[config.mk]
export PLATFORM = sky130hd
export DESIGN_NAME = gas_fire_alarm_controller_top
export DESIGN_NICKNAME = d
export VERILOG_FILES = /design/src/rtl/core/gfac_pkg.sv /design/src/rtl/core/gas_fire_alarm_controller_top.sv /design/src/rtl/core/gfac_step.sv
export SDC_FILE = /design/constraint.sdc
export NUM_CORES = 1
export LEC_CHECK = 0
export BUFFER_PORTS_ARGS = -buffer_cell sky130_fd_sc_hd__buf_2
export CORE_MARGIN = 1.5
export CORE_UTILIZATION = 60
export DETAILED_ROUTE_END_ITERATION = 8
export GPL_TIMING_DRIVEN = 0
export PLACE_DENSITY_LB_ADDON = 0.12
export SLEW_MARGIN = 5
export SYNTH_ARGS = -nofsm -noshare
export SYNTH_HDL_FRONTEND = slang
export SYNTH_SLANG_ARGS = --single-unit
[constraint.sdc]
create_clock -name clock -period 4.8 [get_ports clock]
set_clock_uncertainty 0.05 [all_clocks]
set_input_delay 0.96 -clock clock [delete_from_list [all_inputs] [get_ports clock]]
set_output_delay 0.96 -clock clock [all_outputs]
set_load 0.05 [all_outputs]
[src/rtl/core/gfac_pkg.sv]
package gfac_pkg;

   localparam int unsigned GasWidth     = 14;
   localparam int unsigned HystWidth    = 10;
   localparam int unsigned ConfirmWidth = 4;
   localparam int unsigned TicksWidth   = 16;
   localparam int unsigned CsrDataWidth = 16;

   localparam logic [ConfirmWidth-1:0] CONFIRM_LIMIT = 4'd15;
   localparam logic [TicksWidth-1:0]   TICKS_MAX     = 16'hFFFF;

   typedef enum logic [2:0] {
      CMD_TICK     = 3'd0,
      CMD_RELAY    = 3'd1,
      CMD_DOOR     = 3'd2,
      CMD_SET_MODE = 3'd3,
      CMD_SILENCE  = 3'd4
   } cmd_type;

   typedef enum logic [1:0] {
      CSR_GAS_THRESHOLD  = 2'd0,
      CSR_GAS_MARGIN     = 2'd1,
      CSR_CONFIRM_NEEDED = 2'd2,
      CSR_FALLBACK_TICKS = 2'd3
   } csr_index_type;

   typedef enum logic [1:0] {
      ALERT_SAFE      = 2'd0,
      ALERT_GAS       = 2'd1,
      ALERT_FIRE      = 2'd2,
      ALERT_EMERGENCY = 2'd3
   } alert_type;

   typedef struct packed {
      logic [2:0]          command;
      logic [GasWidth-1:0] gas_level;
      logic                fire_seen;
      logic [1:0]          cmd_value;
   } req_type;

   typedef struct packed {
      logic [1:0] relay_drive;
      logic       door_drive;
      logic       buzzer_on;
      logic [1:0] alert_class;
      logic       auto_mode;
      logic       alert_changed;
      logic       notify_pulse;
      logic       led_on;
   } rsp_type;

   typedef struct packed {
      logic [GasWidth-1:0]     gas_threshold;
      logic [HystWidth-1:0]    gas_margin;
      logic [ConfirmWidth-1:0] confirm_needed;
      logic [TicksWidth-1:0]   fallback_ticks;
   } cfg_type;

   typedef struct packed {
      logic                    gas_confirmed;
      logic [ConfirmWidth-1:0] confirm_count;
      logic [1:0]              current_alert;
      logic                    mode_is_auto;
      logic [1:0]              relay_level;
      logic                    door_level;
      logic                    lamp_level;
      logic                    buzzer_level;
      logic                    silenced;
      logic                    idle_running;
      logic [TicksWidth-1:0]   idle_ticks;
   } state_type;

   localparam state_type STATE_RESET = '{mode_is_auto: 1'b1, default: '0};

endpackage

[src/rtl/core/gas_fire_alarm_controller_top.sv]
// Flow: a request transfer is registered in req_ff, then processed into the response
// register once it is empty or being drained; rsp_valid is driven from that register.
// Throughput: one request per cycle, limited only by rsp_ready back-pressure.
// Reset (synchronous, active high): alert state cleared to safe, auto mode,
// actuators off, configuration registers back to their default values.
module gas_fire_alarm_controller_top import gfac_pkg::*; (
   input  logic                    clock,
   input  logic                    reset,
   input  logic                    req_valid,
   output logic                    req_ready,
   input  req_type                 req_data,
   output logic                    rsp_valid,
   input  logic                    rsp_ready,
   output rsp_type                 rsp_data,
   input  logic                    csr_valid,
   output logic                    csr_ready,
   input  logic [1:0]              csr_index,
   input  logic [CsrDataWidth-1:0] csr_data
);

   cfg_type   cfg_ff;
   state_type state_ff;
   state_type state_in;
   req_type   req_ff;
   logic      req_valid_ff;
   rsp_type   rsp_ff;
   rsp_type   rsp_in;
   logic      rsp_valid_ff;
   logic      advance;

   assign csr_ready = 1'b1;
   assign advance   = req_valid_ff && (!rsp_valid_ff || rsp_ready);
   assign req_ready = !req_valid_ff || advance;
   assign rsp_valid = rsp_valid_ff;
   assign rsp_data  = rsp_ff;

   gfac_step u_step (
      .req        (req_ff),
      .cfg        (cfg_ff),
      .state      (state_ff),
      .state_next (state_in),
      .rsp        (rsp_in)
   );

   always_ff @(posedge clock) begin
      if (reset) begin
         cfg_ff.gas_threshold  <= GasWidth'(1000);
         cfg_ff.gas_margin     <= HystWidth'(50);
         cfg_ff.confirm_needed <= ConfirmWidth'(6);
         cfg_ff.fallback_ticks <= TicksWidth'(60);
      end else if (csr_valid && csr_ready) begin
         unique case (csr_index_type'(csr_index))
            CSR_GAS_THRESHOLD:  cfg_ff.gas_threshold  <= csr_data[GasWidth-1:0];
            CSR_GAS_MARGIN:     cfg_ff.gas_margin     <= csr_data[HystWidth-1:0];
            CSR_CONFIRM_NEEDED: cfg_ff.confirm_needed <= csr_data[ConfirmWidth-1:0];
            CSR_FALLBACK_TICKS: cfg_ff.fallback_ticks <= csr_data[TicksWidth-1:0];
            default: begin
            end
         endcase
      end
   end

   always_ff @(posedge clock) begin
      if (reset) begin
         state_ff     <= STATE_RESET;
         req_valid_ff <= 1'b0;
         rsp_valid_ff <= 1'b0;
      end else begin
         if (req_ready) begin
            req_valid_ff <= req_valid;
         end
         if (advance) begin
            state_ff     <= state_in;
            rsp_valid_ff <= 1'b1;
         end else if (rsp_ready) begin
            rsp_valid_ff <= 1'b0;
         end
      end
   end

   always_ff @(posedge clock) begin
      if (req_valid && req_ready) begin
         req_ff <= req_data;
      end
      if (advance) begin
         rsp_ff <= rsp_in;
      end
   end

   a_notify_needs_change: assert property (@(posedge clock) disable iff (reset)
      rsp_valid_ff && rsp_ff.notify_pulse |-> rsp_ff.alert_changed)
      else $error("notify without class change");

   a_safe_no_buzzer: assert property (@(posedge clock) disable iff (reset)
      state_ff.current_alert == ALERT_SAFE |-> !state_ff.buzzer_level)
      else $error("buzzer on while safe");

   a_idle_manual_only: assert property (@(posedge clock) disable iff (reset)
      state_ff.idle_running |-> !state_ff.mode_is_auto)
      else $error("idle timer running in auto mode");

   a_stalled_request_held: assert property (@(posedge clock) disable iff (reset)
      req_valid_ff && !advance |=> req_valid_ff && $stable(req_ff))
      else $error("stalled request lost");

endmodule

[src/rtl/core/gfac_step.sv]
module gfac_step import gfac_pkg::*; (
   input  req_type   req,
   input  cfg_type   cfg,
   input  state_type state,
   output state_type state_next,
   output rsp_type   rsp
);

   logic [GasWidth:0]       release_level;
   logic                    release_ok;
   logic [ConfirmWidth-1:0] count_inc;
   logic                    gas_conf;
   logic [1:0]              cls;
   logic                    changed;
   logic                    notify;
   logic [TicksWidth-1:0]   ticks_inc;

   always_comb begin
      state_next    = state;
      changed       = 1'b0;
      notify        = 1'b0;
      release_level = {1'b0, cfg.gas_threshold} - {5'd0, cfg.gas_margin};
      release_ok    = ({1'b0, cfg.gas_threshold} >= {5'd0, cfg.gas_margin})
                      && ({1'b0, req.gas_level} < release_level);
      count_inc     = (state.confirm_count < CONFIRM_LIMIT) ?
                      state.confirm_count + 1'b1 : state.confirm_count;
      gas_conf      = state.gas_confirmed;
      cls           = state.current_alert;
      ticks_inc     = (state.idle_ticks < TICKS_MAX) ?
                      state.idle_ticks + 1'b1 : state.idle_ticks;

      unique case (cmd_type'(req.command))
         CMD_TICK: begin
            if (req.gas_level >= cfg.gas_threshold) begin
               state_next.confirm_count = count_inc;
               if (count_inc >= cfg.confirm_needed) begin
                  gas_conf = 1'b1;
               end
            end else if (release_ok) begin
               state_next.confirm_count = '0;
               gas_conf = 1'b0;
            end
            state_next.gas_confirmed = gas_conf;
            cls     = {req.fire_seen, gas_conf};
            changed = (cls != state.current_alert);
            state_next.current_alert = cls;

            if (state.mode_is_auto && changed) begin
               state_next.relay_level = cls;
               state_next.door_level  = (cls != ALERT_SAFE);
               state_next.lamp_level  = (cls != ALERT_SAFE);
            end

            if (cls == ALERT_SAFE) begin
               state_next.buzzer_level = 1'b0;
               state_next.silenced     = 1'b0;
            end else if (!state.silenced || (changed && cls == ALERT_EMERGENCY)) begin
               state_next.buzzer_level = 1'b1;
               state_next.silenced     = 1'b0;
            end

            notify = changed && (cls != ALERT_SAFE);

            if (!state.mode_is_auto && state.relay_level == 2'd0 && !state.door_level) begin
               if (!state.idle_running) begin
                  state_next.idle_running = 1'b1;
                  state_next.idle_ticks   = '0;
               end else begin
                  state_next.idle_ticks = ticks_inc;
                  if (ticks_inc >= cfg.fallback_ticks) begin
                     state_next.mode_is_auto = 1'b1;
                     state_next.idle_running = 1'b0;
                     state_next.idle_ticks   = '0;
                  end
               end
            end else begin
               state_next.idle_running = 1'b0;
               state_next.idle_ticks   = '0;
            end
         end
         CMD_RELAY: begin
            if (!state.mode_is_auto) begin
               state_next.relay_level = req.cmd_value;
            end
         end
         CMD_DOOR: begin
            if (!state.mode_is_auto) begin
               state_next.door_level = (req.cmd_value != 2'd0);
            end
         end
         CMD_SET_MODE: begin
            state_next.mode_is_auto = (req.cmd_value == 2'd1);
            state_next.idle_running = 1'b0;
            state_next.idle_ticks   = '0;
         end
         CMD_SILENCE: begin
            if (state.current_alert != ALERT_SAFE) begin
               state_next.buzzer_level = 1'b0;
               state_next.silenced     = 1'b1;
            end
         end
         default: begin
         end
      endcase

      rsp.relay_drive   = state_next.relay_level;
      rsp.door_drive    = state_next.door_level;
      rsp.buzzer_on     = state_next.buzzer_level;
      rsp.alert_class   = state_next.current_alert;
      rsp.auto_mode     = state_next.mode_is_auto;
      rsp.alert_changed = changed;
      rsp.notify_pulse  = notify;
      rsp.led_on        = state_next.lamp_level;
   end

endmodule
==> impl_results.md <==
- First-pass GRT wire length: 25.2 mm
- Total wire length after detailed routing: 15.2 mm
- Multiplexer share of the synthesized area: 1.28%
- Clock buffers created by TritonCTS: 9
- DPL Wire Length: 11.7 mm
- Signal arrival time at the worst endpoint: 4.70 ns
- Maximum VDD drop: 0.190 mV
- Fraction of synthesis flops using an asynchronous set or reset pin: 0%
- Number of fill cells: 837
- Height of the chip: 106 um
- Number of hold-slack violations in the final timing report: 0
- Detailed-route via count: 5633
- Xor/xnor cell area share of the yosys netlist: 3.73%
- H-tree lvl count: 3
- Initial cell density of the core: 61.7%
- Global-route usage over all layers: 28.3%
- Number of endpoints failing setup at the final stage: 0
- Die area: 11200 um2
- Share of final-layout standard cells stronger than drive strength 1: 11.9%
- Dominant combinational cell family by area after synthesis: compound AO/OA/AOI/OAI gates
- Class of the tightest hold or removal check: reg -> reg
- Worst Path Class, Setup: reg -> reg
- Worst Setup End Kind: flip-flop
- Delay of the slowest cell on the worst path: 0.37 ns
- Flip-flop and latch count after synthesis: 107
- CTS tree: done
- Post-Route Setup TNS: 0 ns
- Maximum count of clock buffers along a single path: 2
- CTS Root Buffer Type: sky130_fd_sc_hd__clkbuf_8
- Critical Path, Cell by Cell: inv_1, ha_1, a21oi_1, o211ai_2, a21boi_2, nor2b_1, o21a_1, nor2_1, xor2_1, ha_1, a21o_1, a221o_1, a221oi_2, a32oi_1, a31oi_2, a221oi_4, buf_6, mux2i_1, o41ai_2, o41ai_2
- Mean cell area of the mapped netlist: 8.60 um2
- Mapped Nets: 840
- Outcome: completed
- Area growth, synth to finish: 11.0%
- Crit Path Max Fanout: 10
- Simple-gate area share of the yosys netlist: 18.7%
- CP required: 4.88 ns
- Synth warn: 0
- Std cell rows: 37
- Crit share post-route: 96.3%
- Total clock sinks: 107
- Number of distinct library cells after synthesis: 71
- Power per unit of standard cell area: 261 nW/um2
- DR pass1 iterations: 5
- Syn Std Cell Area: 6340 um2
- Synth Area in Adders: 12.0%
- Max_cap viols: 0
- Startpoint kind of the worst setup timing path: flip-flop
- Hold buffers post-CTS: 0
- Count of unresolved DRC violations after routing: 0
- Most used flip-flop cell after synthesis: sky130_fd_sc_hd__dfxtp_1
- Clock latency at the later pin of the worst-skew pair: 0.40 ns
- Routed len/inst: 16.1 um
- Drt via density: 5.98
- Count of port buffers added during placement: 53
- Post-synth EDFFs: 30
- Normalized max-slew margin: 34.2%
- Horizontal extent of the die: 106 um
- Number of antenna repair diodes: 0
- CTS clk-pin slew, worst paths: 0.12 ns
- DRC marker count from the first detailed-route iteration: 346
- RSZ-0062 raised after global routing: no
- Global placement routability congestion: 0.921
- Number of top-level pins: 56
- Actual transition at the worst max-transition pin: 0.987 ns
- Part of the Yosys area used for sequential elements: 38.5%
- Total core area: 10300 um2
- Min cycle time layout: 4.62 ns
- Via count of the first global-routing pass: 5513
- Peak clock frequency supported by timing: 0.216 GHz
- Largest net degree at the start of global routing: 22
- Slowest stage cell, crit path: sky130_fd_sc_hd__a221o_1
- Static leakage: 2.91 nW
- Number of antenna violations at the first check in global routing: 0
- Compound-gate portion of the synthesized area: 20.5%
- Total count of max-transition violations in the final report: 0
- NumNets Final: 904
- Post-Syn Instances: 737
- Count of nets left with antenna violations after detail routing: 0
- Grt total ovfl: 0
- Final Core Density: 68.5%
==> cells in the mapped netlist, drive strengths merged, types with 3 or more instances <==
cell    instances  area (um2)
a22oi           3        22.5
buf             3        22.5
o211ai         19         148
inv            53         199
clkbuf         27         101
a21boi          5        37.5
edfxtp         30         901
and2            4        25.0
a31oi           6        37.5
dfxtp          77        1540
a22o            8        70.1
nor3           14        75.1
a21oi          64         320
nand2         111         417
nor4            3        18.8
nand3b          5        37.5
nand3          25         125
ha             59         738
nand4          10        62.6
nor2b           8        50.1
and3           11        73.8
or3             3        18.8
and4            3        26.3
o21a            5        37.5
a211oi          4        40.0
a21o           10        75.1
o31ai           3        22.5
nand2b          7        43.8
nor2           43         161
o21ai          37         189
a221oi          4        52.6
mux2i           7        70.1
xor2            8        70.1
xnor2          19         166
o41ai           5        51.3
==> critical path, delay by kind of cell (launching register included) <==
family          cells  cell delay (ns)
compound gates     12             2.60
simple gates        2             0.18
xor+xnor            1             0.17
fa+ha+maj           2             0.61
mux                 1             0.16
flops               1             0.33
buf+inv             2             0.24
==> final timing paths <==
path              start           to  slack [ns]  cells after the start
max          cfg_ff[24]  rsp_data[9]        0.18                     20
min           cfg_ff[1]    cfg_ff[1]        0.41                      2
max reg2reg  cfg_ff[24]  rsp_data[9]        0.18                     20
min reg2reg   cfg_ff[1]    cfg_ff[1]        0.41                      2
==> state kept, by name (all words and copies together), names as in the netlist <==
signal        flops
rsp_data         10
rsp_valid         1
cfg_ff           44
req_ff           20
req_valid_ff      1
state_ff         31
==> stage by stage <==
stage / setup WS (ns) / area (um2) / instances / power [W] / hold slack [ns]
finish: 0.178 / 7040 / 942 / 0.00184 / 0.414
detailed placement: -0.118 / 6780 / 926 / 0.00128 / 0.399
CTS: 0.0310 / 6990 / 943 / 0.00184 / 0.415
global placement: 0.0837 / 6780 / 926 / 0.00126 / 0.397
global route: 0.00236 / 7040 / 942 / 0.00191 / 0.435
floorplan: 0.544 / 6340 / 737 / 0.00119 / 0.386
==> final cells by class <==
class / instances / area [um2] / share of cell area (%)
Multi-Input combinational cell: 545 / 3630 / 51.6
Clock buffer: 9 / 124 / 1.76
Clock inverter: 7 / 73.8 / 1.05
Tap cell: 136 / 170 / 2.42
Buffer: 29 / 120 / 1.71
Inverter: 55 / 206 / 2.93
Sequential cell: 107 / 2440 / 34.7
Timing Repair Buffer: 54 / 273 / 3.87
==> power by group <==
| group | switching (W) | internal [W] | total [W] | leakage (nW) |
|---|---|---|---|---|
| clock network | 0.000359 | 0.000208 | 0.000567 | 0.102 |
| logic | 0.000181 | 0.000109 | 0.000290 | 1.89 |
| registers | 0.0000187 | 0.000961 | 0.000980 | 0.915 |
==> cell families (layout without fill, tap and decap cells) <==
kind of cell,Yosys count,count (layout)
AOI/OAI and AO/OA,195,195
xor gates and xnor gates,27,27
adders and majority gates,60,60
buffers and inverters,85,154
DFF,107,107
muxes,8,8
other,1,1
and+or+nand+nor,254,254
==> what timing repair did <==
item | in CTS | in global routing
setup endpoints to repair | 2 | 23
resized for setup | 3 | 11
setup buffers | 1 | 0
pin swaps | 1 | 5
==> routing by layer <==
layer  up-vias  GRT usage, %  wire length (um)
met5         -             0                 0
met4         0          13.1               515
met3        41          6.25               684
met2       183          49.1              7520
met1      2640          33.2              6460
li1       2769             -                 -
==> placed cells by master (no fill, tap or decap), types with 13 or more instances in the layout <==
| cell type | count |
|---|---|
| sky130_fd_sc_hd__a21oi_1 | 61 |
| sky130_fd_sc_hd__buf_2 | 53 |
| sky130_fd_sc_hd__clkbuf_1 | 26 |
| sky130_fd_sc_hd__dfxtp_1 | 77 |
| sky130_fd_sc_hd__edfxtp_1 | 30 |
| sky130_fd_sc_hd__ha_1 | 58 |
| sky130_fd_sc_hd__inv_1 | 53 |
| sky130_fd_sc_hd__nand2_1 | 111 |
| sky130_fd_sc_hd__nand3_1 | 25 |
| sky130_fd_sc_hd__nor2_1 | 43 |
| sky130_fd_sc_hd__nor3_1 | 13 |
| sky130_fd_sc_hd__o211ai_1 | 18 |
| sky130_fd_sc_hd__o21ai_0 | 33 |
| sky130_fd_sc_hd__xnor2_1 | 19 |
Power figures use the tool's default switching activity.
